**config.mk**
```make
export PLATFORM = sky130hd
export DESIGN_NAME = vad_scale
export DESIGN_NICKNAME = d
export VERILOG_FILES = /design/src/vad_pkg.sv /design/src/vad_scale.sv
export SDC_FILE = /design/constraint.sdc
export NUM_CORES = 2
export LEC_CHECK = 0
export BUFFER_PORTS_ARGS = -buffer_cell sky130_fd_sc_hd__buf_2
export CELL_PAD_IN_SITES_DETAIL_PLACEMENT = 0
export CELL_PAD_IN_SITES_GLOBAL_PLACEMENT = 2
export CORE_MARGIN = 1
export CORE_UTILIZATION = 40
export DETAILED_ROUTE_END_ITERATION = 6
export GPL_TIMING_DRIVEN = 0
export PLACE_DENSITY = 0.92
export SYNTH_ARGS = -nofsm -noshare
export SYNTH_HDL_FRONTEND = slang
export SYNTH_SLANG_ARGS = --single-unit
```
**constraint.sdc**
```tcl
create_clock -name clk -period 7.38 [get_ports clk]
set_input_delay 1.107 -clock clk [delete_from_list [all_inputs] [get_ports clk]]
set_output_delay 1.107 -clock clk [all_outputs]
set_load 0.1 [all_outputs]
```
**src/vad_pkg.sv**
```systemverilog
package vad_pkg;

    // Stream widths.
    localparam int COORD_W  = 32;
    localparam int S_DATA_W = 4 * COORD_W;
    localparam int ANGLE_W  = 24;

    // Internal widths.
    localparam int PROD_W = 2 * COORD_W;
    localparam int SUM_W  = PROD_W + 1;
    localparam int MAG_W  = PROD_W;
    localparam int XY_W   = 34;
    localparam int Z_W    = 64;
    localparam int R_W    = 34;
    localparam int NUM_W  = 58;
    localparam int RECIP_SHIFT = 34;

    // Number of conditional shift cells that normalize the operand pair.
    localparam int NORM_STEPS = 6;

    // Angle constants. Radians are Q60, degrees are Q8.16.
    localparam logic [Z_W-1:0]     PI_Q60    = 64'h3243F6A8885A308D;
    localparam logic [Z_W-1:0]     HALF_PI   = PI_Q60 >> 1;
    localparam logic [ANGLE_W-1:0] DEG180    = 24'd11796480;
    localparam logic [ANGLE_W-1:0] DEG90     = 24'd5898240;
    localparam logic [R_W-1:0]     PI_SCALED = R_W'(PI_Q60 >> 28);
    localparam logic [ANGLE_W-1:0] DEG_RECIP =
        ANGLE_W'(({40'd0, DEG180} << RECIP_SHIFT) / {30'd0, PI_SCALED});

    typedef logic signed [COORD_W-1:0] coord_t;
    typedef logic signed [PROD_W-1:0]  prod_t;
    typedef logic signed [SUM_W-1:0]   sum_t;
    typedef logic [MAG_W-1:0]          mag_t;
    typedef logic signed [XY_W-1:0]    xy_t;
    typedef logic signed [Z_W-1:0]     z_t;
    typedef logic [ANGLE_W-1:0]        angle_t;

    // How the final angle is formed.
    typedef enum logic [2:0] {
        KIND_CORDIC,
        KIND_ZERO_VEC,
        KIND_SAME_DIR,
        KIND_OPPOSITE,
        KIND_RIGHT
    } angle_kind_t;

    // Control that travels with an item down the pipeline.
    typedef struct packed {
        logic        valid;
        angle_kind_t kind;
        logic        obtuse;
    } ctrl_t;

    // Quotient of n by the k-th odd number (1, 3, 5, ...).
    function automatic logic [63:0] div_odd(input logic [63:0] n, input int unsigned k);
        logic [63:0] q;
        case (k)
            0:  q = n;
            1:  q = n / 64'd3;
            2:  q = n / 64'd5;
            3:  q = n / 64'd7;
            4:  q = n / 64'd9;
            5:  q = n / 64'd11;
            6:  q = n / 64'd13;
            7:  q = n / 64'd15;
            8:  q = n / 64'd17;
            9:  q = n / 64'd19;
            10: q = n / 64'd21;
            11: q = n / 64'd23;
            12: q = n / 64'd25;
            13: q = n / 64'd27;
            14: q = n / 64'd29;
            15: q = n / 64'd31;
            16: q = n / 64'd33;
            17: q = n / 64'd35;
            18: q = n / 64'd37;
            19: q = n / 64'd39;
            20: q = n / 64'd41;
            21: q = n / 64'd43;
            22: q = n / 64'd45;
            23: q = n / 64'd47;
            24: q = n / 64'd49;
            25: q = n / 64'd51;
            26: q = n / 64'd53;
            27: q = n / 64'd55;
            28: q = n / 64'd57;
            29: q = n / 64'd59;
            default: q = '0;
        endcase
        return q;
    endfunction

    // atan(2^-i) in Q60 radians, from the truncated arctangent series.
    function automatic logic [63:0] atan_rom(input int unsigned i);
        logic [63:0] sum;
        logic [63:0] term;
        int unsigned k;
        sum  = '0;
        term = '0;
        if (i == 0)
        begin
            sum = PI_Q60 >> 2;
        end
        else
        begin
            for (k = 0; k < 30; k++)
            begin
                if (i * (2 * k + 1) <= 60)
                begin
                    term = div_odd(64'd1 << (60 - i * (2 * k + 1)), k);
                    if (k[0])
                        sum = sum - term;
                    else
                        sum = sum + term;
                end
            end
        end
        return sum;
    endfunction

endpackage

```
**src/vad_scale.sv**
```systemverilog
module vad_scale (
    input  logic              clk,
    input  logic              rst_n,
    input  logic              en,
    input  vad_pkg::ctrl_t    in_ctrl,
    input  vad_pkg::z_t       in_z,
    output logic              out_valid,
    output vad_pkg::angle_t   out_angle,
    output logic              out_zero
);
    import vad_pkg::*;

    localparam logic [NUM_W-1:0] P_EXT   = NUM_W'(PI_SCALED);
    localparam logic [NUM_W-1:0] P2_EXT  = P_EXT << 1;
    localparam logic [NUM_W-1:0] HALF_P  = P_EXT >> 1;

    ctrl_t              c1_reg, c2_reg, c3_reg;
    logic               v4_reg;
    logic [R_W-1:0]     r_reg, r_next;
    logic [NUM_W-1:0]   num2_reg, num3_reg, num_next, prod, qp_reg, qp_next;
    angle_t             q2_reg, q3_reg, q_next;
    logic [NUM_W-1:0]   rem;
    logic [1:0]         inc;
    logic [ANGLE_W:0]   d_sum;
    angle_t             d_val;
    angle_t             angle_reg, angle_next;
    logic               zero_reg, zero_next;
    z_t                 z_clamp;

    // Stage 1: clamp the angle to [0, pi] and drop to 34 bits.
    always_comb
    begin
        if (in_z < 0)
            z_clamp = '0;
        else if (in_z > $signed(PI_Q60))
            z_clamp = PI_Q60;
        else
            z_clamp = in_z;
        r_next = z_clamp[R_W+27:28];
    end

    // Stage 2: rounded numerator and a reciprocal estimate of the quotient,
    // which is at most two below the true one.
    always_comb
    begin
        num_next = NUM_W'(r_reg) * NUM_W'(DEG180) + HALF_P;
        prod     = NUM_W'(r_reg) * NUM_W'(DEG_RECIP);
        q_next   = prod[NUM_W-1:RECIP_SHIFT];
    end

    // Stage 3: multiply the estimate back.
    assign qp_next = NUM_W'(q2_reg) * P_EXT;

    // Stage 4: correct the estimate and pick the special-case angles.
    always_comb
    begin
        rem = num3_reg - qp_reg;
        if (rem >= P2_EXT)
            inc = 2'd2;
        else if (rem >= P_EXT)
            inc = 2'd1;
        else
            inc = 2'd0;
        d_sum = (ANGLE_W+1)'(q3_reg) + (ANGLE_W+1)'(inc);
        d_val = (d_sum > (ANGLE_W+1)'(DEG180)) ? DEG180 : d_sum[ANGLE_W-1:0];

        zero_next = 1'b0;
        unique case (c3_reg.kind)
            KIND_ZERO_VEC:
            begin
                angle_next = '0;
                zero_next  = 1'b1;
            end
            KIND_SAME_DIR: angle_next = '0;
            KIND_OPPOSITE: angle_next = DEG180;
            KIND_RIGHT:    angle_next = DEG90;
            KIND_CORDIC:   angle_next = d_val;
            default:       angle_next = '0;
        endcase
    end

    always_ff @(posedge clk or negedge rst_n)
    begin
        if (!rst_n)
        begin
            c1_reg <= '0;
            c2_reg <= '0;
            c3_reg <= '0;
            v4_reg <= 1'b0;
        end
        else if (en)
        begin
            c1_reg <= in_ctrl;
            c2_reg <= c1_reg;
            c3_reg <= c2_reg;
            v4_reg <= c3_reg.valid;
        end
    end

    always_ff @(posedge clk)
    begin
        if (en)
        begin
            r_reg     <= r_next;
            num2_reg  <= num_next;
            q2_reg    <= q_next;
            num3_reg  <= num2_reg;
            q3_reg    <= q2_reg;
            qp_reg    <= qp_next;
            angle_reg <= angle_next;
            zero_reg  <= zero_next;
        end
    end

    assign out_valid = v4_reg;
    assign out_angle = angle_reg;
    assign out_zero  = zero_reg;

endmodule
```
# Word level (Yosys, flattened, before mapping)
# Cells that the tools add are included.
# classes
addsub,3
n_mul,3
magnitude_cmp,5
eq_ne,3
n_mux,6
reduce_logical,2
# op_table
cell,count
$pmux W24 S3,1
$gt A64 B63 Y1 const B,1
$lt A64 B1 Y1 const B,1
$mux W62,1
$add A58 B33 Y58 const B,1
$ge A58 B34 Y1 const B,1
$ge A58 B35 Y1 const B,1
$sub A58 B58 Y58,1
$mul A24 B31 Y55 const B,1
$mul A34 B19 Y53 const B,1
$mul A34 B6 Y40 const B,1
$add A24 B2 Y25,1
$gt A25 B24 Y1 const B,1
$mux W24,1
$eq A3 B1 Y1 const B,1
$eq A3 B2 Y1 const B,1
$eq A3 B3 Y1 const B,1
$logic_not A3 Y1,1
$mux W1,2
$mux W2,1
$reduce_or A2 Y1,1
# word_totals
reg_bits,291
in_bits,72
output_inout_bits,26
elab_cells,38

# Logic depth before layout (Yosys ltp)
# depth
depth_word,8
ltp_mapped,31
depth_no_buf,29

# Least setup slack after synthesis
# OpenSTA, ideal clock, no wires.
# synth_timing
kind,reg2reg
start,register q2_reg[10]
end,"register qp_reg[56], data pin"
setup_time_ns,0.262
t_arrival_ns,7.056
t_required_ns,7.118
slack_ns,0.063
stages_incl_launch_ff,24
n_path_buf,1
synth_period_minus_slack_ns,7.317
cell_sequence,edfxtp_1 > fa_1 > fa_1 > fa_1 > inv_1 > fa_1 > fa_1 > inv_1 > fa_1 > fa_1 > ha_1 > clkbuf_1 > a21oi_1 > o21ai_0 > or4_1 > or4_1 > a311o_1 > a21oi_1 > o31ai_1 > o221ai_1 > or3_1 > a21oi_1 > a211oi_1 > xnor2_1
# synth_via
elab_chain_len,1
# synth_rtl
element,line,source
start: declaration,vad_scale.sv:21,"angle_t q2_reg, q3_reg, q_next;"
start signal: assignment,vad_scale.sv:106,q2_reg <= q_next;
$mul A24 B31 Y55,vad_scale.sv:52,assign qp_next = NUM_W'(q2_reg) * P_EXT;
named net qp_next[56],vad_scale.sv:20,"logic [NUM_W-1:0] num2_reg, num3_reg, num_next, prod, qp_reg, qp_next;"
end signal: assignment,vad_scale.sv:109,qp_reg <= qp_next;
end: declaration,vad_scale.sv:20,
# The timed path passes the listed nets, and every way through them passes these cells.
# A chain may end at the register's enable or synchronous reset.

# Worst setup path after layout
# layout_timing
start,register q2_reg[9]
end,"register qp_reg[56], data pin"
# Same word-level chain as after synthesis.

==> reports/metrics.yaml <==
outcome: "finished clean"
cts_tree: "yes"
fin_nets: 5246
slew-limit-headroom_pct: 45.2
die_x_um: 315
synth_edf_count: 238
htreeDepth: 1
synth_top_family_by_area: "adder cells"
postSynthAreaPerCell_um2: 10.5
synthDominantCellAreaShare_pct: 30.2
first_iter_violations: 1407
maxCapViolations: 0
cts-root-buf: "clkbuf_16"
synth_compound_area_share_pct: 10.1
fin_crit_ps: 7330
period_share_pct: 99.4
synth_cell_types: 83
grt_first_pass_wirelength_um: 151000
routabilityCongestion: 0.895
wl_per_cell_um: 17.8
numCtsBuffers: 30
synth_xor_area_share_pct: 4.21
worstRegToRegCells: 23
die_h_um: 315
antenna_cells: 0
grtUsageTotal_pct: 19.4
worstSetupStartpoint: "q2_reg[9]"
synthTopCellsByArea: "fa_1 30%, ha_1 20%, edfxtp_1 18%"
synthCells: 3724
clk_latency_ps: 610
arrival_ps: 7670
hold_viol_final: 0
finalClockSkew_ps: 25.2
ys_ff_latch: 251
largest_reg_flops: 51
grt_max_degree: 124
slew_viol_final: 0
numPortBuffers: 95
worstPathMaxFanout: 8
fin_cells: 5271
rrSetupSlack_ps: 50
num_io_pins: 98
initial_utilization_pct: 40.4
clock_sinks: 251
hold_class: "input port to asynchronous set/reset pin"
startpoint_type: "flop"
rows: 114
dp_slack_ps: -1190
dieArea_um2: 99000
synth_top_cell_by_area: "fa_1"
drive_above_1_share_pct: 11.3
num_vias: 27044
hpwl_um: 76600
antenna_left: 0
ys_seq_area_share_pct: 19.1
synth_common_cells: "766 x inv_1, 612 x ha_1, 590 x fa_1"
worst_r2r_endpoint: "qp_reg[56]"
crit_top_cell: "fa_1"
synthFlopType: "edfxtp_1"
yosys_warnings: 0
cts_max_path_buffers: 3
firstDrtPassIters: 5
grt.overflow.total: 0
synthAdderAreaFrac_pct: 49.8
vias_per_cell: 5.13
wl_um: 93600
critPathSlowestCell: "fa_2"
cp-end-kind: "flop"
worst_slack_ps: 45.1
fp.coreArea_um2: 96700
fmax_mhz: 136
syn_area_um2: 39100
fin_util_pct: 45.4
clkTransAtPathRegs_ps: 60
antenna_found_initial: 0
cts_hold_buffers: 0
yosysMostFrequentCell: "inv_1"
worstMarginPinSlew_ps: 822
synthMuxAreaShare_pct: 0.579
tns_ps: 0
route.detailed.drc: 0
area_growth_pct: 12.3
async_flop_share_pct: 5.18
worstPathRequired_ps: 7710
dp.cells: 5097
cp_slowest_stage_delay_ps: 620
first_global_vias: 28363
rsz0062_at_grt: "true"
rr_startpoint: "q2_reg[9]"
worstPathCellList: "buf_6, fa_2, fa_1, fa_1, inv_1, fa_1, fa_1, inv_1, fa_1, fa_2, ha_4, nand2_1, o21ai_2, or4_4, or4_4, a311o_1, a21oi_2, o31ai_4, o221ai_2, or3_4, a21oi_2, a211oi_2, xnor2_1"
setup_viol: 0
synthSimpleGateAreaFrac_pct: 8.22
synth_nets: 4998
critPathKind: "flop to flop"
metrics by stage:
step	hold WS, ps	cell area (µm²)
2_1_floorplan	400	39100
3_3_place_gp	401	41200
3_5_place_dp	405	41200
4_1_cts	340	43300
5_1_grt	360	43900
6_report	375	43900
logic make-up (layout without fill, tap and decap cells):
| logic type | Yosys count | in the layout |
|---|---|---|
| AO/OA/AOI/OAI | 613 | 613 |
| XOR/XNOR | 188 | 188 |
| adder cells (fa/ha/maj) | 1202 | 1202 |
| buffers and inverters | 826 | 1097 |
| flip-flops | 251 | 251 |
| multiplexers | 21 | 21 |
| AND/OR/NAND/NOR | 623 | 623 |
timing repair:
action	in CTS	in global routing
pin swaps	36	49
buffers inserted	93	38
endpoints found under the setup margin	55	40
resized for setup	82	91
worst max-delay path, delay by kind of cell, from the launching register on:
family,cells,cell delay (ps)
fa+ha+maj,8,3960
flops,1,380
xor+xnor,1,120
simple gates,4,1120
compound gates,7,1190
buf+inv,3,260
metal layers:
layer,track usage [%],vias to the layer above,wire length (µm)
met2,32.6,510,44800
met3,3.89,92,5050
met1,25.8,13415,42000
li1,-,13027,-
met5,0,-,0
met4,3.67,0,1740
cells in the final DEF (no fill, tap or decap), types with 43 or more instances in the layout:
cell	count
clkbuf_1	43
a21o_1	89
nand2_1	152
edfxtp_1	238
fa_1	571
o21ai_0	99
xnor2_1	120
ha_1	584
nand3_1	73
nor2_1	108
buf_4	119
inv_1	756
xor2_1	68
buf_2	103
nor3_1	50
a21oi_1	168
how the worst max path moves through the flow:
stage	to	slack [ps]	cells past startpoint
after global routing	qp_reg[56]	-130	22
final	qp_reg[56]	50	23
after global placement	qp_reg[56]	-1190	25
after floorplan	qp_reg[56]	60	23
after CTS	qp_reg[56]	-10	23
after detailed placement	qp_reg[56]	-1190	25
area by class of cell:
class	count	area, µm²
multi-input cells	2647	29200
clock inverters	15	151
plain buffers	48	191
well taps	1276	1600
clock buffers	40	828
flip-flops and latches	251	7470
fillers	9152	52800
repair buffers	228	1620
inverters	766	2880
Power is not shown: default switching activity piles up to over one toggle a cycle in this logic, so the estimate is an artifact.
