--- src/vad_pkg.sv ---
package vad_pkg;

    // Stream widths.
    localparam int COORD_W  = 32;
    localparam int S_DATA_W = 4 * COORD_W;
    localparam int ANGLE_W  = 24;

    // Internal widths.
    localparam int PROD_W = 2 * COORD_W;
    localparam int SUM_W  = PROD_W + 1;
    localparam int MAG_W  = PROD_W;
    localparam int XY_W   = 34;
    localparam int Z_W    = 64;
    localparam int R_W    = 34;
    localparam int NUM_W  = 58;
    localparam int RECIP_SHIFT = 34;

    // Number of conditional shift cells that normalize the operand pair.
    localparam int NORM_STEPS = 6;

    // Angle constants. Radians are Q60, degrees are Q8.16.
    localparam logic [Z_W-1:0]     PI_Q60    = 64'h3243F6A8885A308D;
    localparam logic [Z_W-1:0]     HALF_PI   = PI_Q60 >> 1;
    localparam logic [ANGLE_W-1:0] DEG180    = 24'd11796480;
    localparam logic [ANGLE_W-1:0] DEG90     = 24'd5898240;
    localparam logic [R_W-1:0]     PI_SCALED = R_W'(PI_Q60 >> 28);
    localparam logic [ANGLE_W-1:0] DEG_RECIP =
        ANGLE_W'(({40'd0, DEG180} << RECIP_SHIFT) / {30'd0, PI_SCALED});

    typedef logic signed [COORD_W-1:0] coord_t;
    typedef logic signed [PROD_W-1:0]  prod_t;
    typedef logic signed [SUM_W-1:0]   sum_t;
    typedef logic [MAG_W-1:0]          mag_t;
    typedef logic signed [XY_W-1:0]    xy_t;
    typedef logic signed [Z_W-1:0]     z_t;
    typedef logic [ANGLE_W-1:0]        angle_t;

    // How the final angle is formed.
    typedef enum logic [2:0] {
        KIND_CORDIC,
        KIND_ZERO_VEC,
        KIND_SAME_DIR,
        KIND_OPPOSITE,
        KIND_RIGHT
    } angle_kind_t;

    // Control that travels with an item down the pipeline.
    typedef struct packed {
        logic        valid;
        angle_kind_t kind;
        logic        obtuse;
    } ctrl_t;

    // Quotient of n by the k-th odd number (1, 3, 5, ...).
    function automatic logic [63:0] div_odd(input logic [63:0] n, input int unsigned k);
        logic [63:0] q;
        case (k)
            0:  q = n;
            1:  q = n / 64'd3;
            2:  q = n / 64'd5;
            3:  q = n / 64'd7;
            4:  q = n / 64'd9;
            5:  q = n / 64'd11;
            6:  q = n / 64'd13;
            7:  q = n / 64'd15;
            8:  q = n / 64'd17;
            9:  q = n / 64'd19;
            10: q = n / 64'd21;
            11: q = n / 64'd23;
            12: q = n / 64'd25;
            13: q = n / 64'd27;
            14: q = n / 64'd29;
            15: q = n / 64'd31;
            16: q = n / 64'd33;
            17: q = n / 64'd35;
            18: q = n / 64'd37;
            19: q = n / 64'd39;
            20: q = n / 64'd41;
            21: q = n / 64'd43;
            22: q = n / 64'd45;
            23: q = n / 64'd47;
            24: q = n / 64'd49;
            25: q = n / 64'd51;
            26: q = n / 64'd53;
            27: q = n / 64'd55;
            28: q = n / 64'd57;
            29: q = n / 64'd59;
            default: q = '0;
        endcase
        return q;
    endfunction

    // atan(2^-i) in Q60 radians, from the truncated arctangent series.
    function automatic logic [63:0] atan_rom(input int unsigned i);
        logic [63:0] sum;
        logic [63:0] term;
        int unsigned k;
        sum  = '0;
        term = '0;
        if (i == 0)
        begin
            sum = PI_Q60 >> 2;
        end
        else
        begin
            for (k = 0; k < 30; k++)
            begin
                if (i * (2 * k + 1) <= 60)
                begin
                    term = div_odd(64'd1 << (60 - i * (2 * k + 1)), k);
                    if (k[0])
                        sum = sum - term;
                    else
                        sum = sum + term;
                end
            end
        end
        return sum;
    endfunction

endpackage

--- src/vad_cordic_cell.sv ---
module vad_cordic_cell #(
    parameter int INDEX = 0
) (
    input  logic            clk,
    input  logic            rst_n,
    input  logic            en,
    input  vad_pkg::ctrl_t  in_ctrl,
    input  vad_pkg::xy_t    in_x,
    input  vad_pkg::xy_t    in_y,
    input  vad_pkg::z_t     in_z,
    output vad_pkg::ctrl_t  out_ctrl,
    output vad_pkg::xy_t    out_x,
    output vad_pkg::xy_t    out_y,
    output vad_pkg::z_t     out_z
);
    import vad_pkg::*;

    localparam logic [Z_W-1:0] ATAN = atan_rom(unsigned'(INDEX));

    xy_t   dx, dy;
    xy_t   x_reg, y_reg, x_next, y_next;
    z_t    z_reg, z_next;
    ctrl_t ctrl_reg;

    // One vectoring step: rotate toward the x axis and book the angle.
    always_comb
    begin
        dx = in_y >>> INDEX;
        dy = in_x >>> INDEX;
        if (in_y > 0)
        begin
            x_next = in_x + dx;
            y_next = in_y - dy;
            z_next = in_z + $signed(ATAN);
        end
        else
        begin
            x_next = in_x - dx;
            y_next = in_y + dy;
            z_next = in_z - $signed(ATAN);
        end
    end

    always_ff @(posedge clk or negedge rst_n)
    begin
        if (!rst_n)
            ctrl_reg <= '0;
        else if (en)
            ctrl_reg <= in_ctrl;
    end

    always_ff @(posedge clk)
    begin
        if (en)
        begin
            x_reg <= x_next;
            y_reg <= y_next;
            z_reg <= z_next;
        end
    end

    assign out_ctrl = ctrl_reg;
    assign out_x    = x_reg;
    assign out_y    = y_reg;
    assign out_z    = z_reg;

endmodule

--- config.mk ---
export PLATFORM = sky130hd
export DESIGN_NAME = vad_cordic_cell
export DESIGN_NICKNAME = d
export VERILOG_FILES = /design/src/vad_pkg.sv /design/src/vad_cordic_cell.sv
export SDC_FILE = /design/constraint.sdc
export NUM_CORES = 1
export LEC_CHECK = 0
export ABC_CLOCK_PERIOD_IN_PS = 2000
export BUFFER_PORTS_ARGS = -buffer_cell sky130_fd_sc_hd__buf_4
export CAP_MARGIN = 40
export CORE_ASPECT_RATIO = 0.8
export CORE_MARGIN = 10
export CORE_UTILIZATION = 25
export DETAILED_ROUTE_END_ITERATION = 10
export GPL_ROUTABILITY_DRIVEN = 0
export GPL_TIMING_DRIVEN = 0
export HOLD_SLACK_MARGIN = 0.03
export PLACE_DENSITY = 0.53
export SLEW_MARGIN = 0
export SYNTH_ARGS = -nofsm -noshare
export SYNTH_HDL_FRONTEND = slang
export SYNTH_SLANG_ARGS = --single-unit
--- constraint.sdc ---
create_clock -name clk -period 2 [get_ports clk]
set_clock_uncertainty 0.2 [all_clocks]
set_input_delay 0.2 -clock clk [delete_from_list [all_inputs] [get_ports clk]]
set_output_delay 0.2 -clock clk [all_outputs]
set_load 0.02 [all_outputs]
---- Word level (Yosys, flattened, before mapping) ----
Cells that the tools add are included.
storage, ports and cells
  flip-flop bits (word level) ............. 137
  output and inout port bits .............. 137
  word-level logic and storage cells ...... 15
  input bits .............................. 140
operators by class
  muxes and demuxes ....................... 3
  magnitude comparators ................... 1
  $add $sub $neg .......................... 5
operators with widths
  kind                                                                              number
  34-bit 2-to-1 mux                                                                 2
  34-bit subtractor                                                                 2
  64-bit by 61-bit adder with 64-bit output, second input constant                  1
  64-bit 2-to-1 mux                                                                 1
  64-bit by 61-bit subtractor with 64-bit output, second input constant             1
  34-bit adder                                                                      1
  34-bit by 1-bit greater-than comparator with 1-bit output, second input constant  1

---- Longest topological paths before layout ----
  word-level depth ........................ 2
  mapped depth ............................ 19
  mapped depth without buffers ............ 16

---- Worst setup path before layout ----
OpenSTA, ideal clock, no wires.
  path type ............................... in2reg
  start point ............................. input in_y[3]
  end point ............................... register z_reg[58] (netlist: out_z[58]) (data pin)
  stages .................................. 18
  library setup time ...................... 0.268 ns
  path buffers ............................ 3
  data required time ...................... 1.532 ns
  arrival time ............................ 4.764 ns
  slack ................................... -3.232 ns
  cells stage by stage .................... nor4_1 > nand4_1 > nor2_1 > a21o_1 > clkbuf_1 > clkbuf_1 > clkbuf_1 > ha_1 > a21o_1 > a221oi_1 > o21ai_1 > o22ai_1 > o31ai_2 > a21oi_1 > o31ai_1 > a31oi_1 > o21ai_1 > xor2_1
between the ends
  word-level cells in the longest chain between the ends .. 2
ends and longest elaborated chain
  item                                                       RTL line               RTL
  start: declaration                                         vad_cordic_cell.sv:9   input vad_pkg::xy_t in_y,
  34-bit by 1-bit greater-than comparator with 1-bit output  vad_cordic_cell.sv:30  if (in_y > 0)
  64-bit 2-to-1 mux                                          vad_cordic_cell.sv:30
  net z_next[58]                                             vad_cordic_cell.sv:22  z_t z_reg, z_next;
  end signal: assignment                                     vad_cordic_cell.sv:58  z_reg <= z_next;
  end: declaration                                           vad_cordic_cell.sv:22
The timed path passes the listed nets, and every way through them passes these cells.
A chain may end at the register's enable or synchronous reset.

---- Final worst setup path ----
  start point ............................. input in_y[10]
  end point ............................... register z_reg[59] (netlist: out_z[59]) (data pin)
The elaborated chain is that of the path after synthesis.

==> results by group <==
Layout
  • Layout cells sized above 1: between 30 and 40%
  • Design area: between 0.02 and 0.025 mm^2
  • Syn-to-layout area delta: 56.12%
  • # fillers: between 5,000 and 6,000
  • Post-Layout Cell Count: 2,748
  • Nets@finish: about 2,300

GRT
  • Vias in the first global route: about 15,000
  • GRT overflow: 0
  • Initial antenna violation count: 4
  • Total GRT Usage: roughly 18%
  • Largest net degree at the start of global routing: 90
  • First-pass GRT wire length: just under 90 mm

Floorplan
  • Die W: 281.8 um
  • Die Footprint: between 0.06 and 0.07 mm^2
  • FP Rows: 76
  • Die height: between 200 and 250 um
  • Initial core utilization: between 20 and 30%
  • Core Region: ~0.054 mm^2
  • I/O pins: around 280

Routing
  • Drt pass-1 iters: 8
  • Post-DR wirelength/cell: ~22 um
  • Vias per cell: ~5.3
  • DR iter-0 viols: 1,231
  • Routed Antenna Nets: 0
  • Vias: 14,450
  • DRT Wirelength: 60.03 mm
  • DRC Markers: 0

Logic synthesis
  • Post-synthesis register bit count: ~140
  • Synthesized area: roughly 0.014 mm^2
  • Yosys top cell by area: edfxtp_1
  • Synth top area share: between 20% and 30%
  • Cell variety after synth: between 80 and 90
  • Register area share after synthesis: between 20% and 30%
  • Most instantiated cells after synthesis: a21oi_1 (181), ha_1 (162), edfxtp_1 (131), nor2_1 (131), inv_1 (110)
  • Number of synthesized flops with an enable pin: ~130
  • Commonest register cell after synthesis: edfxtp_1
  • Most frequent cell after synthesis: a21oi_1
  • Ys async rst share: ~3.7%
  • Synthesized instance count: around 1,600
  • Top cells by area in the synthesized netlist: edfxtp_1 (29%), ha_1 (15%), a21oi_1 (6.6%)
  • Yosys warns: 0
  • Avg Cell Area, Syn: ~8.6 um^2
  • Syn Nets: roughly 1,900

Place
  • Placed Instance Area: 0.01763 mm^2
  • Number of port buffers: around 280
  • DP Cell Count: between 2,000 and 3,000
  • Dpl hpwl: about 44 mm

Power
  • Flop pwr share: between 20% and 30%
  • Comb pwr share: between 40% and 50%
  • Sw frac: between 30% and 40%
  • Design Power: about 14 mW
  • Int Power: 8.559 mW
  • VDD IR max: around 540 uV
  • Pwr dens: about 660 mW/mm^2
  • NetSw: 5.617 mW
  • Clock group share of total power: a little under a quarter
  • Static Leak: 8.936 nW

Setup path
  • Crit-path slowest cell: or4_4
  • Startpoint Class: primary input
  • Critical path buffer and inverter count: 4
  • Critical path peak fanout: 8
  • Crit path required time: ~2.1 ns
  • CP max stage delay: 0.59 ns
  • CP Capture Type: flip-flop
  • Crit-path cells: buf_8, nor4_4, nand4_1, nor2_1, a21o_1, buf_8, clkinv_8, clkbuf_16, ha_4, nand4_1, or4_4, or2_0, o22a_2, and2_4, nor2_4, a31oi_2, o41ai_2, xor2_1
  • CP Class: primary input to flip-flop
  • WP data arrival: around 4.3 ns
  • CP delay by family, top: simple AND/OR/NAND/NOR gates

Clocking
  • Clk Latency, worst-skew pair: approximately 0.5 ns
  • Hold Buf Count CTS: 14
  • Root buffer cell: clkbuf_16
  • Htree depth: 4
  • Sink Count: ~140
  • Clock buffer count from CTS: 17
  • Worst-path clk slew: 0.07 ns
  • Clk buf depth: 2
  • CTS tree: done

Timing
  • Fin. max-slew vios: 0
  • Relative slew slack: between 40% and 50%
  • Worst-Margin Slew: approximately 0.89 ns
  • RSZ-0062 raised after global routing: yes
  • Highest Clock Rate: between 200 and 250 MHz
  • Final min period: approximately 4.2 ns
  • Final hold slack: -0.09099 ns
  • Final WS setup: -2.184 ns
  • Hold Vio Cnt, Final: 7
  • Final setup viols: between 100 and 150
  • Fin crit share: 209.2%

Run status
  • Outcome: finished with violations
  • Failing checks: hold timing, setup timing

Flow run
  • Max-cap viol count: 0

Worst hold path
  • Worst min-delay path class: primary input to flip-flop
==> metal layers <==
layer / part of all wire (%) / vias to the layer above / track usage (%)
met2: 46 / 647 / 28.76
li1: - / 6705 / -
met4: 2.5 / 4 / 5.425
met5: 0.038 / - / 0
met3: 8.6 / 95 / 5.223
met1: 43 / 6994 / 23.08
==> power by group through the flow <==
| stage | combinational, mW | sequential [mW] | clock [mW] |
|---|---|---|---|
| 6_report | 6.88 | 3.93 | 3.37 |
| 5_1_grt | 7.31 | 3.98 | 3.60 |
| 4_1_cts | 6.61 | 3.94 | 3.48 |
| 3_5_place_dp | 5.51 | 3.99 | 0 |
| 3_3_place_gp | 5.50 | 3.99 | 0 |
| 2_1_floorplan | 2.80 | 4.58 | 0 |
==> what timing repair did <==
action                     in CTS  in global routing
cloned                          5                  0
setup endpoints to repair     129                129
pin swaps                     156                 56
hold endpoints to repair       78                 11
gates resized for setup       328                 68
buffers inserted              122                 18
==> cell families (layout without fill, tap and decap cells) <==
family	count (synthesis)	in the layout	synth area share (%)
other	0	3	0
XOR/XNOR	126	126	8.048
AO/OA/AOI/OAI	533	533	25.08
flip-flops	136	136	29.60
buffers and inverters	195	646	5.575
AND/OR/NAND/NOR	413	413	14.60
multiplexers	23	23	1.734
adder cells (fa/ha/maj)	166	166	15.37
==> path summary, 6_finish.rpt <==
| path | endpoint | depth (start not counted) | start | slack (ns) |
|---|---|---|---|---|
| setup / recovery | out_z[59]$_DFFE_PP_ | 18 | in_y[10] | -2.18 |
| setup reg to reg | out_ctrl[4]$_DFFE_PN0P_ | 1 | out_ctrl[4]$_DFFE_PN0P_ | 1.05 |
| max in group asynchronous | out_ctrl[3]$_DFFE_PN0P_ | 3 | rst_n | 0.98 |
| min in group asynchronous | out_ctrl[1]$_DFFE_PN0P_ | 3 | rst_n | 0.43 |
| hold reg to reg | out_ctrl[1]$_DFFE_PN0P_ | 1 | out_ctrl[1]$_DFFE_PN0P_ | 0.31 |
| hold / removal | out_z[1]$_DFFE_PP_ | 2 | in_z[1] | -0.09 |
==> area by class of cell <==
cell class	count	area [um^2]	share of cell area (%)
well taps	702	878.3	4.103
repair buffers	432	3626	16.94
clock buffers	17	425.4	1.987
clock inverters	15	176.4	0.8241
multi-input cells	1261	11160	52.12
diodes	3	7.507	0.03507
flip-flops and latches	136	4059	18.96
inverters	117	484.2	2.262
plain buffers	65	593.1	2.770
==> per-stage QoR <==
step	utilization, %	TNS [ns]	worst slack [ns]
6_report	39.63	-131.14	-2.184
5_1_grt	39.62	-139.24	-2.318
4_1_cts	38.86	-124.00	-2.283
3_5_place_dp	32.64	-240.17	-3.324
3_3_place_gp	32.54	-273.49	-3.384
2_1_floorplan	-	-108.16	-1.899
==> layout by cell type, fill, tap and decap left out, types with 17 or more instances in the layout <==
master,instances
a21o_1,76
a21oi_1,129
a21oi_2,41
buf_4,359
buf_6,51
clkbuf_1,24
clkbuf_16,25
edfxtp_1,131
ha_1,119
ha_4,38
inv_1,89
nand2_1,77
nand3_1,24
nand4_1,32
nor2_1,117
nor3_1,22
o21ai_0,48
o21ai_1,32
o21ai_2,17
o21bai_1,19
xnor2_1,77
xnor2_2,17
xor2_1,30
==> flip-flops by register name, indices dropped and copies added (netlist names) <==
register and count:
out_z 64, out_ctrl 5, out_y 33, out_x 34
Power figures use the tool's default switching activity.
