$ cat config.mk
export PLATFORM = sky130hd
export DESIGN_NAME = vad_norm_cell
export DESIGN_NICKNAME = d
export VERILOG_FILES = /design/src/vad_pkg.sv /design/src/vad_norm_cell.sv
export SDC_FILE = /design/constraint.sdc
export NUM_CORES = 1
export LEC_CHECK = 0
export BUFFER_PORTS_ARGS = -buffer_cell sky130_fd_sc_hd__buf_2
export CORE_MARGIN = 5
export CORE_UTILIZATION = 35
export CTS_CLUSTER_DIAMETER = 200
export DETAILED_ROUTE_END_ITERATION = 10
export GPL_ROUTABILITY_DRIVEN = 0
export HOLD_SLACK_MARGIN = 0.1
export PLACE_DENSITY = 0.64
export SYNTH_ARGS = -nofsm -noshare
export SYNTH_HDL_FRONTEND = slang
export SYNTH_SLANG_ARGS = --single-unit
$ cat constraint.sdc
create_clock -name clk -period 2.1 [get_ports clk]
set_input_delay 0.21 -clock clk [delete_from_list [all_inputs] [get_ports clk]]
set_output_delay 0.21 -clock clk [all_outputs]
set_load 0.02 [all_outputs]
$ cat src/vad_pkg.sv
package vad_pkg;

    // Stream widths.
    localparam int COORD_W  = 32;
    localparam int S_DATA_W = 4 * COORD_W;
    localparam int ANGLE_W  = 24;

    // Internal widths.
    localparam int PROD_W = 2 * COORD_W;
    localparam int SUM_W  = PROD_W + 1;
    localparam int MAG_W  = PROD_W;
    localparam int XY_W   = 34;
    localparam int Z_W    = 64;
    localparam int R_W    = 34;
    localparam int NUM_W  = 58;
    localparam int RECIP_SHIFT = 34;

    // Number of conditional shift cells that normalize the operand pair.
    localparam int NORM_STEPS = 6;

    // Angle constants. Radians are Q60, degrees are Q8.16.
    localparam logic [Z_W-1:0]     PI_Q60    = 64'h3243F6A8885A308D;
    localparam logic [Z_W-1:0]     HALF_PI   = PI_Q60 >> 1;
    localparam logic [ANGLE_W-1:0] DEG180    = 24'd11796480;
    localparam logic [ANGLE_W-1:0] DEG90     = 24'd5898240;
    localparam logic [R_W-1:0]     PI_SCALED = R_W'(PI_Q60 >> 28);
    localparam logic [ANGLE_W-1:0] DEG_RECIP =
        ANGLE_W'(({40'd0, DEG180} << RECIP_SHIFT) / {30'd0, PI_SCALED});

    typedef logic signed [COORD_W-1:0] coord_t;
    typedef logic signed [PROD_W-1:0]  prod_t;
    typedef logic signed [SUM_W-1:0]   sum_t;
    typedef logic [MAG_W-1:0]          mag_t;
    typedef logic signed [XY_W-1:0]    xy_t;
    typedef logic signed [Z_W-1:0]     z_t;
    typedef logic [ANGLE_W-1:0]        angle_t;

    // How the final angle is formed.
    typedef enum logic [2:0] {
        KIND_CORDIC,
        KIND_ZERO_VEC,
        KIND_SAME_DIR,
        KIND_OPPOSITE,
        KIND_RIGHT
    } angle_kind_t;

    // Control that travels with an item down the pipeline.
    typedef struct packed {
        logic        valid;
        angle_kind_t kind;
        logic        obtuse;
    } ctrl_t;

    // Quotient of n by the k-th odd number (1, 3, 5, ...).
    function automatic logic [63:0] div_odd(input logic [63:0] n, input int unsigned k);
        logic [63:0] q;
        case (k)
            0:  q = n;
            1:  q = n / 64'd3;
            2:  q = n / 64'd5;
            3:  q = n / 64'd7;
            4:  q = n / 64'd9;
            5:  q = n / 64'd11;
            6:  q = n / 64'd13;
            7:  q = n / 64'd15;
            8:  q = n / 64'd17;
            9:  q = n / 64'd19;
            10: q = n / 64'd21;
            11: q = n / 64'd23;
            12: q = n / 64'd25;
            13: q = n / 64'd27;
            14: q = n / 64'd29;
            15: q = n / 64'd31;
            16: q = n / 64'd33;
            17: q = n / 64'd35;
            18: q = n / 64'd37;
            19: q = n / 64'd39;
            20: q = n / 64'd41;
            21: q = n / 64'd43;
            22: q = n / 64'd45;
            23: q = n / 64'd47;
            24: q = n / 64'd49;
            25: q = n / 64'd51;
            26: q = n / 64'd53;
            27: q = n / 64'd55;
            28: q = n / 64'd57;
            29: q = n / 64'd59;
            default: q = '0;
        endcase
        return q;
    endfunction

    // atan(2^-i) in Q60 radians, from the truncated arctangent series.
    function automatic logic [63:0] atan_rom(input int unsigned i);
        logic [63:0] sum;
        logic [63:0] term;
        int unsigned k;
        sum  = '0;
        term = '0;
        if (i == 0)
        begin
            sum = PI_Q60 >> 2;
        end
        else
        begin
            for (k = 0; k < 30; k++)
            begin
                if (i * (2 * k + 1) <= 60)
                begin
                    term = div_odd(64'd1 << (60 - i * (2 * k + 1)), k);
                    if (k[0])
                        sum = sum - term;
                    else
                        sum = sum + term;
                end
            end
        end
        return sum;
    endfunction

endpackage

$ cat src/vad_norm_cell.sv
module vad_norm_cell #(
    parameter int SHIFT = 32
) (
    input  logic            clk,
    input  logic            rst_n,
    input  logic            en,
    input  vad_pkg::ctrl_t  in_ctrl,
    input  vad_pkg::mag_t   in_ux,
    input  vad_pkg::mag_t   in_uy,
    output vad_pkg::ctrl_t  out_ctrl,
    output vad_pkg::mag_t   out_ux,
    output vad_pkg::mag_t   out_uy
);
    import vad_pkg::*;

    mag_t  lead;
    mag_t  ux_reg, uy_reg, ux_next, uy_next;
    ctrl_t ctrl_reg;

    // Both operands move up together while the top SHIFT bits of the larger are clear.
    always_comb
    begin
        lead = in_ux | in_uy;
        if (lead[MAG_W-1 -: SHIFT] == '0)
        begin
            ux_next = in_ux << SHIFT;
            uy_next = in_uy << SHIFT;
        end
        else
        begin
            ux_next = in_ux;
            uy_next = in_uy;
        end
    end

    always_ff @(posedge clk or negedge rst_n)
    begin
        if (!rst_n)
            ctrl_reg <= '0;
        else if (en)
            ctrl_reg <= in_ctrl;
    end

    always_ff @(posedge clk)
    begin
        if (en)
        begin
            ux_reg <= ux_next;
            uy_reg <= uy_next;
        end
    end

    assign out_ctrl = ctrl_reg;
    assign out_ux   = ux_reg;
    assign out_uy   = uy_reg;

endmodule

# --- Word level (Yosys, flattened, before mapping) ---
# Cells that the tools add are included.
op_classes:
  n_mux: 2
  n_bitwise: 1
  n_reduce_logical: 1
ops:
  columns: ["cell", "n"]
  rows:
  - ["64-bit 2-to-1 mux", 2]
  - ["64-bit OR", 1]
  - ["32-bit logical NOT", 1]
totals:
  ff_bits: 133
  in_bits: 136
  out_inout_bits: 133

# --- Logic depth before layout (Yosys ltp) ---
# Gate-level depths: netlist of run 1.
depth:
  word_depth: 3
  depth_mapped: 7
  mapped_depth_nobuf: 4

# --- Worst setup path after synthesis of run 1 ---
# No wires, ideal clock.
synth_timing:
  path_type: "input -> register"
  start: "input port in_ux[47]"
  end: "register ux_reg[0] (netlist: out_ux[0]), data pin"
  setup_time_ns: 0.257
  t_arrival_ns: 1.335
  required_ns: 1.843
  setup_slack_ns: 0.508
  path_stages: 6
  n_path_buf: 2
  cell_sequence: "nor4_1 > nand4_1 > nor4_1 > buf_2 > buf_2 > nor2b_1"
synth_via:
  elab_chain_cells: 2
synth_rtl:
  columns: ["element", "line", "source"]
  rows:
  - ["from (decl)", "vad_norm_cell.sv:8", "input vad_pkg::mag_t in_ux,"]
  - ["64-bit OR", "vad_norm_cell.sv:23", "lead = in_ux | in_uy;"]
  - ["32-bit logical NOT", "vad_norm_cell.sv:24", "if (lead[MAG_W-1 -: SHIFT] == '0)"]
  - ["to (signal assigned)", "vad_norm_cell.sv:48", "ux_reg <= ux_next;"]
  - ["to (decl)", "vad_norm_cell.sv:17", "mag_t ux_reg, uy_reg, ux_next, uy_next;"]
# No other way between the ends.
# A chain may end at the register's enable or synchronous reset.

# --- Worst setup path after layout of run 1 ---
layout_timing:
  start: "input port in_uy[60]"
  end: "register uy_reg[19] (netlist: out_uy[19]), data pin"
layout_via:
  elab_chain_cells: 2
layout_rtl:
  columns: ["element", "line", "source"]
  rows:
  - ["from (decl)", "vad_norm_cell.sv:9", "input vad_pkg::mag_t in_uy,"]
  - ["64-bit OR", "vad_norm_cell.sv:23", null]
  - ["32-bit logical NOT", "vad_norm_cell.sv:24", null]
  - ["to (signal assigned)", "vad_norm_cell.sv:49", "uy_reg <= uy_next;"]
  - ["to (decl)", "vad_norm_cell.sv:17", null]
# No other way between the ends.

==> results of run 1 <==
[where the power goes]
group          internal, mW  switching [mW]
Clock                  1.71            1.02
Sequential             3.15          0.0573
Combinational         0.476           0.578
[worst min path at each step]
stage	start	to	slack, ps	cells after the start
4_1_cts	in_ux[12]	out_ux[44]$_DFFE_PP_	110	2
3_5_place_dp	rst_n	out_ctrl[1]$_DFFE_PN0P_	30	1
6_report	in_ux[12]	out_ux[44]$_DFFE_PP_	130	2
2_1_floorplan	rst_n	out_ctrl[0]$_DFFE_PN0P_	-90	0
5_1_grt	in_ux[12]	out_ux[44]$_DFFE_PP_	120	2
3_3_place_gp	rst_n	out_ctrl[2]$_DFFE_PN0P_	30	1
[state kept, by name, summed over array words and instances (netlist names)]
name	cells
out_ctrl	5
out_uy	64
out_ux	64
[logic make-up (layout without fill, tap and decap cells)]
group           after synthesis  count (layout)
compound gates               64              64
simple gates                 85              85
buf+inv                      14             449
flops                       133             133
mux                           5               5
[layout make-up]
cell class,count,share of cell area [%]
tap,184,2.58
sequential,133,44.5
multi-input combinational,154,13.2
clock buffer,21,4.94
timing repair buffer,420,33.8
clock inverter,8,0.969
[cell usage in the layout (no fill, tap or decap), types with 5 or more instances in the layout]
| cell | Yosys | routed |
|---|---|---|
| a21o_1 | 64 | 64 |
| buf_2 | 10 | 261 |
| buf_4 | 0 | 12 |
| clkbuf_16 | 0 | 23 |
| dfrtp_1 | 5 | 5 |
| dlygate4sd3_1 | 0 | 132 |
| edfxtp_1 | 128 | 128 |
| mux2_2 | 5 | 5 |
| nor2b_1 | 64 | 64 |
| nor4_1 | 17 | 8 |
| nor4_4 | 0 | 6 |
[layer usage]
| metal | part of all wire (%) | track usage, % |
|---|---|---|
| met5 | 0 | 0 |
| met3 | 9.4 | 7.24 |
| met1 | 37 | 19.9 |
| met2 | 51 | 31.9 |
| met4 | 2.0 | 5.93 |
[metrics by stage]
| step | hold WS, ps | instances |
|---|---|---|
| after global placement | 25.8 | 755 |
| after CTS | 106 | 917 |
| final | 134 | 920 |
| after global routing | 115 | 920 |
| after detailed placement | 29.2 | 755 |
| after floorplan | -85.6 | 301 |
[repair_timing]
action | CTS | global route
endpoints found under the hold margin | 102 | 0
setup endpoints to repair | 0 | 128
setup buffers | 0 | 1
resized for setup | 0 | 21
hold buffers | 133 | 0
==> results.sh, run 1 <==
export IMPL_cts_made_buffers=17
export IMPL_async_reset_ff_share_pct=3.76
export IMPL_cp_common_cell="nor4_4"
export IMPL_path_delay_family="buffers and inverters"
export IMPL_seq_area_frac_synth_pct=77.4
export IMPL_antenna_found_initial=0
export IMPL_final_core_util_pct=61.8
export IMPL_power_leakage_nw=4.04
export IMPL_max_freq_mhz=489
export IMPL_ys_warn_count=0
export IMPL_io_pins=269
export IMPL_grt_pass1_vias=4562
export IMPL_synthMuxAreaShare_pct=1.10
export IMPL_setup_violations=0
export IMPL_fin_skew_ps=0
export IMPL_critPathLaunchType="input pin"
export IMPL_synthDistinctLibCells=10
export IMPL_synth_edff_count=128
export IMPL_place_ws_ps=-241
export IMPL_path_max_fanout=5
export IMPL_grt_pass1_wl_um=23400
export IMPL_cp_num_buf_inv=4
export IMPL_seqCellArea_sq_mm=0.00397
export IMPL_synth_compound_area_share_pct=9.38
export IMPL_finalPower_mw=6.98
export IMPL_syn_mean_instance_area_sq_um=17.0
export IMPL_synth_area_sq_mm=0.00512
export IMPL_nets=862
export IMPL_htreeDepth=4
export IMPL_avgRoutedWirePerCell_um=18.7
export IMPL_dpl_cell_area_sq_mm=0.00679
export IMPL_max_slew_worst_pin_slew_ps=523
export IMPL_diodes=0
export IMPL_rows=44
export IMPL_critPathArrivalTime_ps=2200
export IMPL_drc=0
export IMPL_critical_path_depth=8
export IMPL_drtIter0Drc=175
export IMPL_synth_nets=437
export IMPL_nFillCells=1092
export IMPL_cp_startpoint="in_uy[60]"
export IMPL_reg2reg_to="out_ctrl[4]$_DFFE_PN0P_"
export IMPL_path_clk_slew_ps=50
export IMPL_synth_top_area_cell="edfxtp_1"
export IMPL_clockBufferDepth=2
export IMPL_cp_slowest_stage_delay_ps=640
export IMPL_antenna_left=0
export IMPL_rr_startpoint="out_ctrl[4]$_DFFE_PN0P_"
export IMPL_crit_required_ps=2260
export IMPL_die_w_um=131
export IMPL_worstSkewPairLatency_ps=400
export IMPL_ys_seq_elements=133
export IMPL_rr_worst_depth=1
export IMPL_syn_inst=301
export IMPL_maxSlewViolCount=0
export IMPL_fin_ws_ps=53.5
export IMPL_crit_chain="dlygate4sd3_1 > nor4_4 > nand4_1 > nor4_4 > buf_4 > buf_8 > clkbuf_16 > nor2b_1"
export IMPL_synth_most_common_cell="edfxtp_1"
export IMPL_status="finished clean"
export IMPL_p_per_area_mw_per_mm2=784
export IMPL_io_buffers=268
export IMPL_yosysTopAreaCellShare_pct=75.0
export IMPL_crit_end="out_uy[19]$_SDFFCE_PN0P_"
export IMPL_slowest_stage="dlygate4sd3_1"
export IMPL_cap_viol_max_count=0
export IMPL_die_h_um=131
export IMPL_dieArea_sq_mm=0.0172
export IMPL_core_sq_mm=0.0144
export IMPL_vias=4375
export IMPL_hold_class="input pin to flip-flop"
export IMPL_cts_num_sinks=133
export IMPL_period_share_pct=97.5
export IMPL_synthXorXnorAreaFrac_pct=0
export IMPL_min_period_ps=2050
export IMPL_dr_pass1_iters=6
export IMPL_multi_input_area_sq_mm=0.00118
export IMPL_synth_fa_ha_area_share_pct=0
export IMPL_crit_path_end_kind="flip-flop"
export IMPL_drive_above_1_share_pct=43.9
export IMPL_wl_um=17200
export IMPL_track_usage_pct=18.1
export IMPL_relSlewSlack_pct=64.8
export IMPL_hpwl_um=10700
export IMPL_ys_top_cells_by_count="128 x edfxtp_1, 64 x a21o_1, 64 x nor2b_1, 17 x nor4_1, 10 x buf_2"
export IMPL_start_util_pct=35.5
export IMPL_cts_tree="yes"
export IMPL_grt_ovfl_total=0
export IMPL_finalHoldViolations=0
export IMPL_fin_area_sq_mm=0.00891
export IMPL_vdd_drop_max_mv=0.481
export IMPL_synth_area_leaders="edfxtp_1 75%, a21o_1 9.4%, nor2b_1 7.8%"
export IMPL_synth_top_family_by_area="simple AND/OR/NAND/NOR gates"
export IMPL_critPathKind="input pin to flip-flop"
export IMPL_area_growth_syn_to_layout_pct=73.9
export IMPL_synth_ff_type="edfxtp_1"
export IMPL_grt_max_degree=49
export IMPL_yosys_area_share_simple_pct=10.4
export IMPL_r2r_slack_ps=1350
export IMPL_tns_ps=0
export IMPL_routed_via_density=4.76
export IMPL_clockRootBuffer="clkbuf_16"
Note: power is estimated with default switching activity, not from simulation.
==> run 2: changes to the inputs <==
Clock period 2.1 ns to 1.93 ns, I/O delays scaled along.
==> results.sh, run 2 (same netlist as run 1, synthesis figures left out) <==
export IMPL_antenna_left=0
export IMPL_final_cell_mix="267 x buf_2, 132 x dlygate4sd3_1, 128 x edfxtp_1"
export IMPL_cts_num_sinks=133
export IMPL_rsz0062_at_grt="false"
export IMPL_rr_startpoint="out_ctrl[1]$_DFFE_PN0P_"
export IMPL_start_util_pct=35.5
export IMPL_max_slew_worst_pin_slew_ps=492
export IMPL_min_period_ps=1820
export IMPL_grt_ovfl_total=0
export IMPL_die_h_um=131
export IMPL_critPathArrivalTime_ps=1970
export IMPL_status="finished clean"
export IMPL_rows=44
export IMPL_max_freq_mhz=551
export IMPL_r2r_slack_ps=1160
export IMPL_io_buffers=268
export IMPL_seqPwrFrac_pct=44.3
export IMPL_avgRoutedWirePerCell_um=17.8
export IMPL_nets=865
export IMPL_clockPowerShare_pct=41.3
export IMPL_clockRootBuffer="clkbuf_16"
export IMPL_power_internal_mw=6.04
export IMPL_cts_tree="yes"
export IMPL_crit_path_end_kind="flip-flop"
export IMPL_power_share_switching_pct=23.2
export IMPL_vias=4317
export IMPL_cap_viol_max_count=0
export IMPL_antenna_found_initial=0
export IMPL_diodes=0
export IMPL_clockBufferDepth=2
export IMPL_finalPower_mw=7.87
export IMPL_drc=0
export IMPL_die_w_um=131
export IMPL_dr_pass1_iters=4
export IMPL_crit_required_ps=2090
export IMPL_drtIter0Drc=264
export IMPL_hpwl_um=10700
export IMPL_io_pins=269
export IMPL_path_max_fanout=30
export IMPL_power_leakage_nw=4.04
export IMPL_drive_above_1_share_pct=44.6
export IMPL_critPathKind="input pin to flip-flop"
export IMPL_worstSkewPairLatency_ps=400
export IMPL_htreeDepth=4
export IMPL_cp_startpoint="in_ux[63]"
export IMPL_fin_skew_ps=0
export IMPL_hold_class="input pin to async pin"
export IMPL_vdd_drop_max_mv=0.501
export IMPL_wl_um=16500
export IMPL_path_clk_slew_ps=60
export IMPL_grt_pass1_vias=4649
export IMPL_maxSlewViolCount=0
export IMPL_finalHoldViolations=0
export IMPL_track_usage_pct=18.4
export IMPL_reg2reg_to="out_ctrl[1]$_DFFE_PN0P_"
export IMPL_cts_made_buffers=17
export IMPL_grt_max_degree=65
export IMPL_p_per_area_mw_per_mm2=889
export IMPL_area_growth_syn_to_layout_pct=72.8
export IMPL_power_switching_mw=1.83
export IMPL_core_sq_mm=0.0144
export IMPL_dieArea_sq_mm=0.0172
export IMPL_grt_pass1_wl_um=24000
export IMPL_period_share_pct=94.1
export IMPL_setup_violations=0
export IMPL_critPathLaunchType="input pin"
export IMPL_whs_ps=145
export IMPL_postCtsSetupRepairBufs=0
export IMPL_relSlewSlack_pct=66.9
export IMPL_rr_worst_depth=1
export IMPL_routed_via_density=4.66
export IMPL_layout_commonest_cell="buf_2"
export IMPL_combPwrFrac_pct=14.5
## run 2: changes by cell type in the layout (fill, tap and decap cells not counted), sizes merged
cell,before,now
buf,281,289
dlymetal6s4s,1,0
clkinv,6,4
clkinvlp,0,2
clkbuf,27,26
## run 2: layer usage
| layer | global-route usage [%] | wire [um] | up-vias |
|---|---|---|---|
| li1 | - | - | 2014 |
| met1 | 20.4 | 5990 | 2069 |
| met2 | 32.0 | 8480 | 202 |
| met3 | 6.42 | 1550 | 32 |
| met4 | 7.74 | 430 | 0 |
| met5 | 0 | 0 | - |
## run 2: area by class of cell
class / instances / area (sq um)
repair buffers: 423 / 2950
clock buffers: 24 / 512
fillers: 1090 / 5570
well taps: 184 / 230
flip-flops and latches: 133 / 3970
multi-input cells: 154 / 1100
clock inverters: 8 / 95.1
## run 2: timing repair
item	4_1_cts	5_1_grt
gates resized for setup	0	7
endpoints found under the hold margin	118	0
hold buffers	132	0
endpoints found under the setup margin	0	128
## run 2: through the flow
| step | cells | utilization (%) | TNS (ps) | setup slack, ps | area [sq um] |
|---|---|---|---|---|---|
| final | 926 | 61.4 | 0 | 114 | 8850 |
| after global routing | 926 | 61.4 | 0 | 0.397 | 8850 |
| after CTS | 924 | 60.8 | 0 | 4.10 | 8770 |
| after detailed placement | 760 | 47.4 | -28890 | -287 | 6840 |
| after global placement | 760 | 47.4 | -27830 | -269 | 6840 |
| after floorplan | 301 | - | 0 | 355 | 5120 |
## run 2: how the worst max path moves through the flow
stage / end / slack [ps] / cells after the start
finish: out_ux[26]$_SDFFCE_PN0P_ / 110 / 8
global route: out_ux[26]$_SDFFCE_PN0P_ / 0.4 / 8
CTS: out_ux[0]$_SDFFCE_PN0P_ / 4 / 8
detailed placement: out_uy[8]$_SDFFCE_PN0P_ / -290 / 8
global placement: out_uy[12]$_SDFFCE_PN0P_ / -270 / 8
floorplan: out_ux[0]$_SDFFCE_PN0P_ / 350 / 6
## run 2: worst max-delay path: stages
cell,delay [ps]
dlygate4sd3_1,540
buf_2,150
nor4_4,230
nand4_1,170
nor4_2,190
buf_6,220
buf_12,190
nor2b_1,70
## run 2: power by group through the flow
stage	clock [mW]	sequential [mW]	combinational [mW]
after floorplan	0	3.84	0.109
after global placement	0	3.53	0.909
after detailed placement	0	3.54	0.918
after CTS	3.31	3.48	1.13
after global routing	3.46	3.50	1.21
final	3.25	3.48	1.14
==> run 3: changes to the inputs <==
Settings changed: CTS_BUF_LIST from default to sky130_fd_sc_hd__clkbuf_8.
==> results.sh, run 3 (same netlist as run 1, synthesis figures left out) <==
export IMPL_status="finished clean"
export IMPL_clockRootBuffer="clkbuf_8"
export IMPL_nFillCells=1114
export IMPL_grt_pass1_wl_um=23600
export IMPL_path_delay_family="buffers and inverters"
export IMPL_dieArea_sq_mm=0.0172
export IMPL_clockBufferDepth=2
export IMPL_max_slew_worst_pin_slew_ps=478
export IMPL_fin_area_sq_mm=0.00866
export IMPL_relSlewSlack_pct=67.8
export IMPL_area_growth_syn_to_layout_pct=68.9
export IMPL_worstSkewPairLatency_ps=430
export IMPL_dpl_cell_area_sq_mm=0.00684
export IMPL_path_clk_slew_ps=70
export IMPL_core_sq_mm=0.0144
export IMPL_cp_num_buf_inv=5
export IMPL_power_leakage_nw=3.95
export IMPL_hold_class="input pin to flip-flop"
export IMPL_layout_commonest_cell="buf_2"
export IMPL_rows=44
export IMPL_maxSlewViolCount=0
export IMPL_placed_cells=760
export IMPL_crit_chain="dlygate4sd3_1 > buf_2 > nor4_2 > buf_4 > nand4_1 > nor4_2 > buf_4 > buf_12 > nor2b_1"
export IMPL_r2r_slack_ps=1180
export IMPL_cts_tree="yes"
export IMPL_finalPower_mw=7.00
export IMPL_crit_path_end_kind="flip-flop"
export IMPL_htreeDepth=4
export IMPL_critPathLaunchType="input pin"
export IMPL_drc=0
export IMPL_drive_above_1_share_pct=44.4
export IMPL_dr_pass1_iters=4
export IMPL_cts_num_sinks=133
export IMPL_min_period_ps=1860
export IMPL_vias=4270
export IMPL_cts_made_buffers=17
export IMPL_die_w_um=131
export IMPL_antenna_left=0
export IMPL_final_cell_mix="267 x buf_2, 134 x dlygate4sd3_1, 128 x edfxtp_1"
export IMPL_period_share_pct=96.4
export IMPL_finalHoldViolations=0
export IMPL_die_h_um=131
export IMPL_fin_cells=928
export IMPL_nets=866
export IMPL_hpwl_um=10700
export IMPL_cap_viol_max_count=0
export IMPL_grt_pass1_vias=4621
export IMPL_postCtsSetupRepairBufs=0
export IMPL_antenna_found_initial=0
export IMPL_io_buffers=268
export IMPL_routed_via_density=4.60
export IMPL_avgRoutedWirePerCell_um=17.3
export IMPL_wl_um=16100
export IMPL_fin_skew_ps=0
export IMPL_slowest_stage="dlygate4sd3_1"
export IMPL_vdd_drop_max_mv=0.450
export IMPL_p_per_area_mw_per_mm2=809
export IMPL_setup_violations=0
export IMPL_start_util_pct=35.5
export IMPL_path_max_fanout=30
export IMPL_track_usage_pct=18.3
export IMPL_final_core_util_pct=60.0
export IMPL_critPathKind="input pin to flip-flop"
export IMPL_max_freq_mhz=538
export IMPL_grt_max_degree=65
export IMPL_critPathArrivalTime_ps=2040
export IMPL_grt_ovfl_total=0
export IMPL_drtIter0Drc=210
export IMPL_crit_required_ps=2110
export IMPL_cp_slowest_stage_delay_ps=540
export IMPL_io_pins=269
## run 3: cell type report
| type | count | area [sq um] | share of cell area, % |
|---|---|---|---|
| clock buffers | 23 | 317 | 3.66 |
| diodes | 1 | 2.50 | 0.0289 |
| well taps | 184 | 230 | 2.66 |
| repair buffers | 424 | 2940 | 33.9 |
| flip-flops and latches | 133 | 3970 | 45.8 |
| clock inverters | 9 | 98.8 | 1.14 |
| multi-input cells | 154 | 1100 | 12.7 |
## run 3: layer usage
layer	wire (um)	track usage (%)
met3	1590	7.64
met2	8190	31.4
met1	5930	20.2
met4	348	6.59
met5	0	0
## run 3: where the power goes
| part | internal [mW] | switching [mW] |
|---|---|---|
| sequential | 3.42 | 0.0610 |
| combinational | 0.523 | 0.615 |
| clock | 1.34 | 1.05 |
| total | 5.28 | 1.72 |
## run 3: through the flow
step                      setup WS [ps]  TNS (ps)  hold slack [ps]
after detailed placement           -287    -28890             10.0
after floorplan                     355         0             -103
after global placement             -269    -27830             6.98
final                              70.4         0              159
after global routing              -4.34     -4.34              127
after CTS                          4.01         0              105
## run 3: repair_timing
item                                    CTS  global route
hold buffers                            134             0
endpoints found under the setup margin    0           128
gates resized for setup                   0             6
hold endpoints to repair                137             0
## run 3: final timing paths
kind	startpoint	to	depth (start not counted)
min in group asynchronous	rst_n	out_ctrl[1]$_DFFE_PN0P_	3
worst min-delay path	en	out_uy[48]$_DFFE_PP_	1
max in group asynchronous	rst_n	out_ctrl[0]$_DFFE_PN0P_	3
worst max-delay path	in_ux[60]	out_uy[30]$_SDFFCE_PN0P_	9
worst min register to register	out_ctrl[2]$_DFFE_PN0P_	out_ctrl[2]$_DFFE_PN0P_	1
worst max register to register	out_ctrl[0]$_DFFE_PN0P_	out_ctrl[0]$_DFFE_PN0P_	1
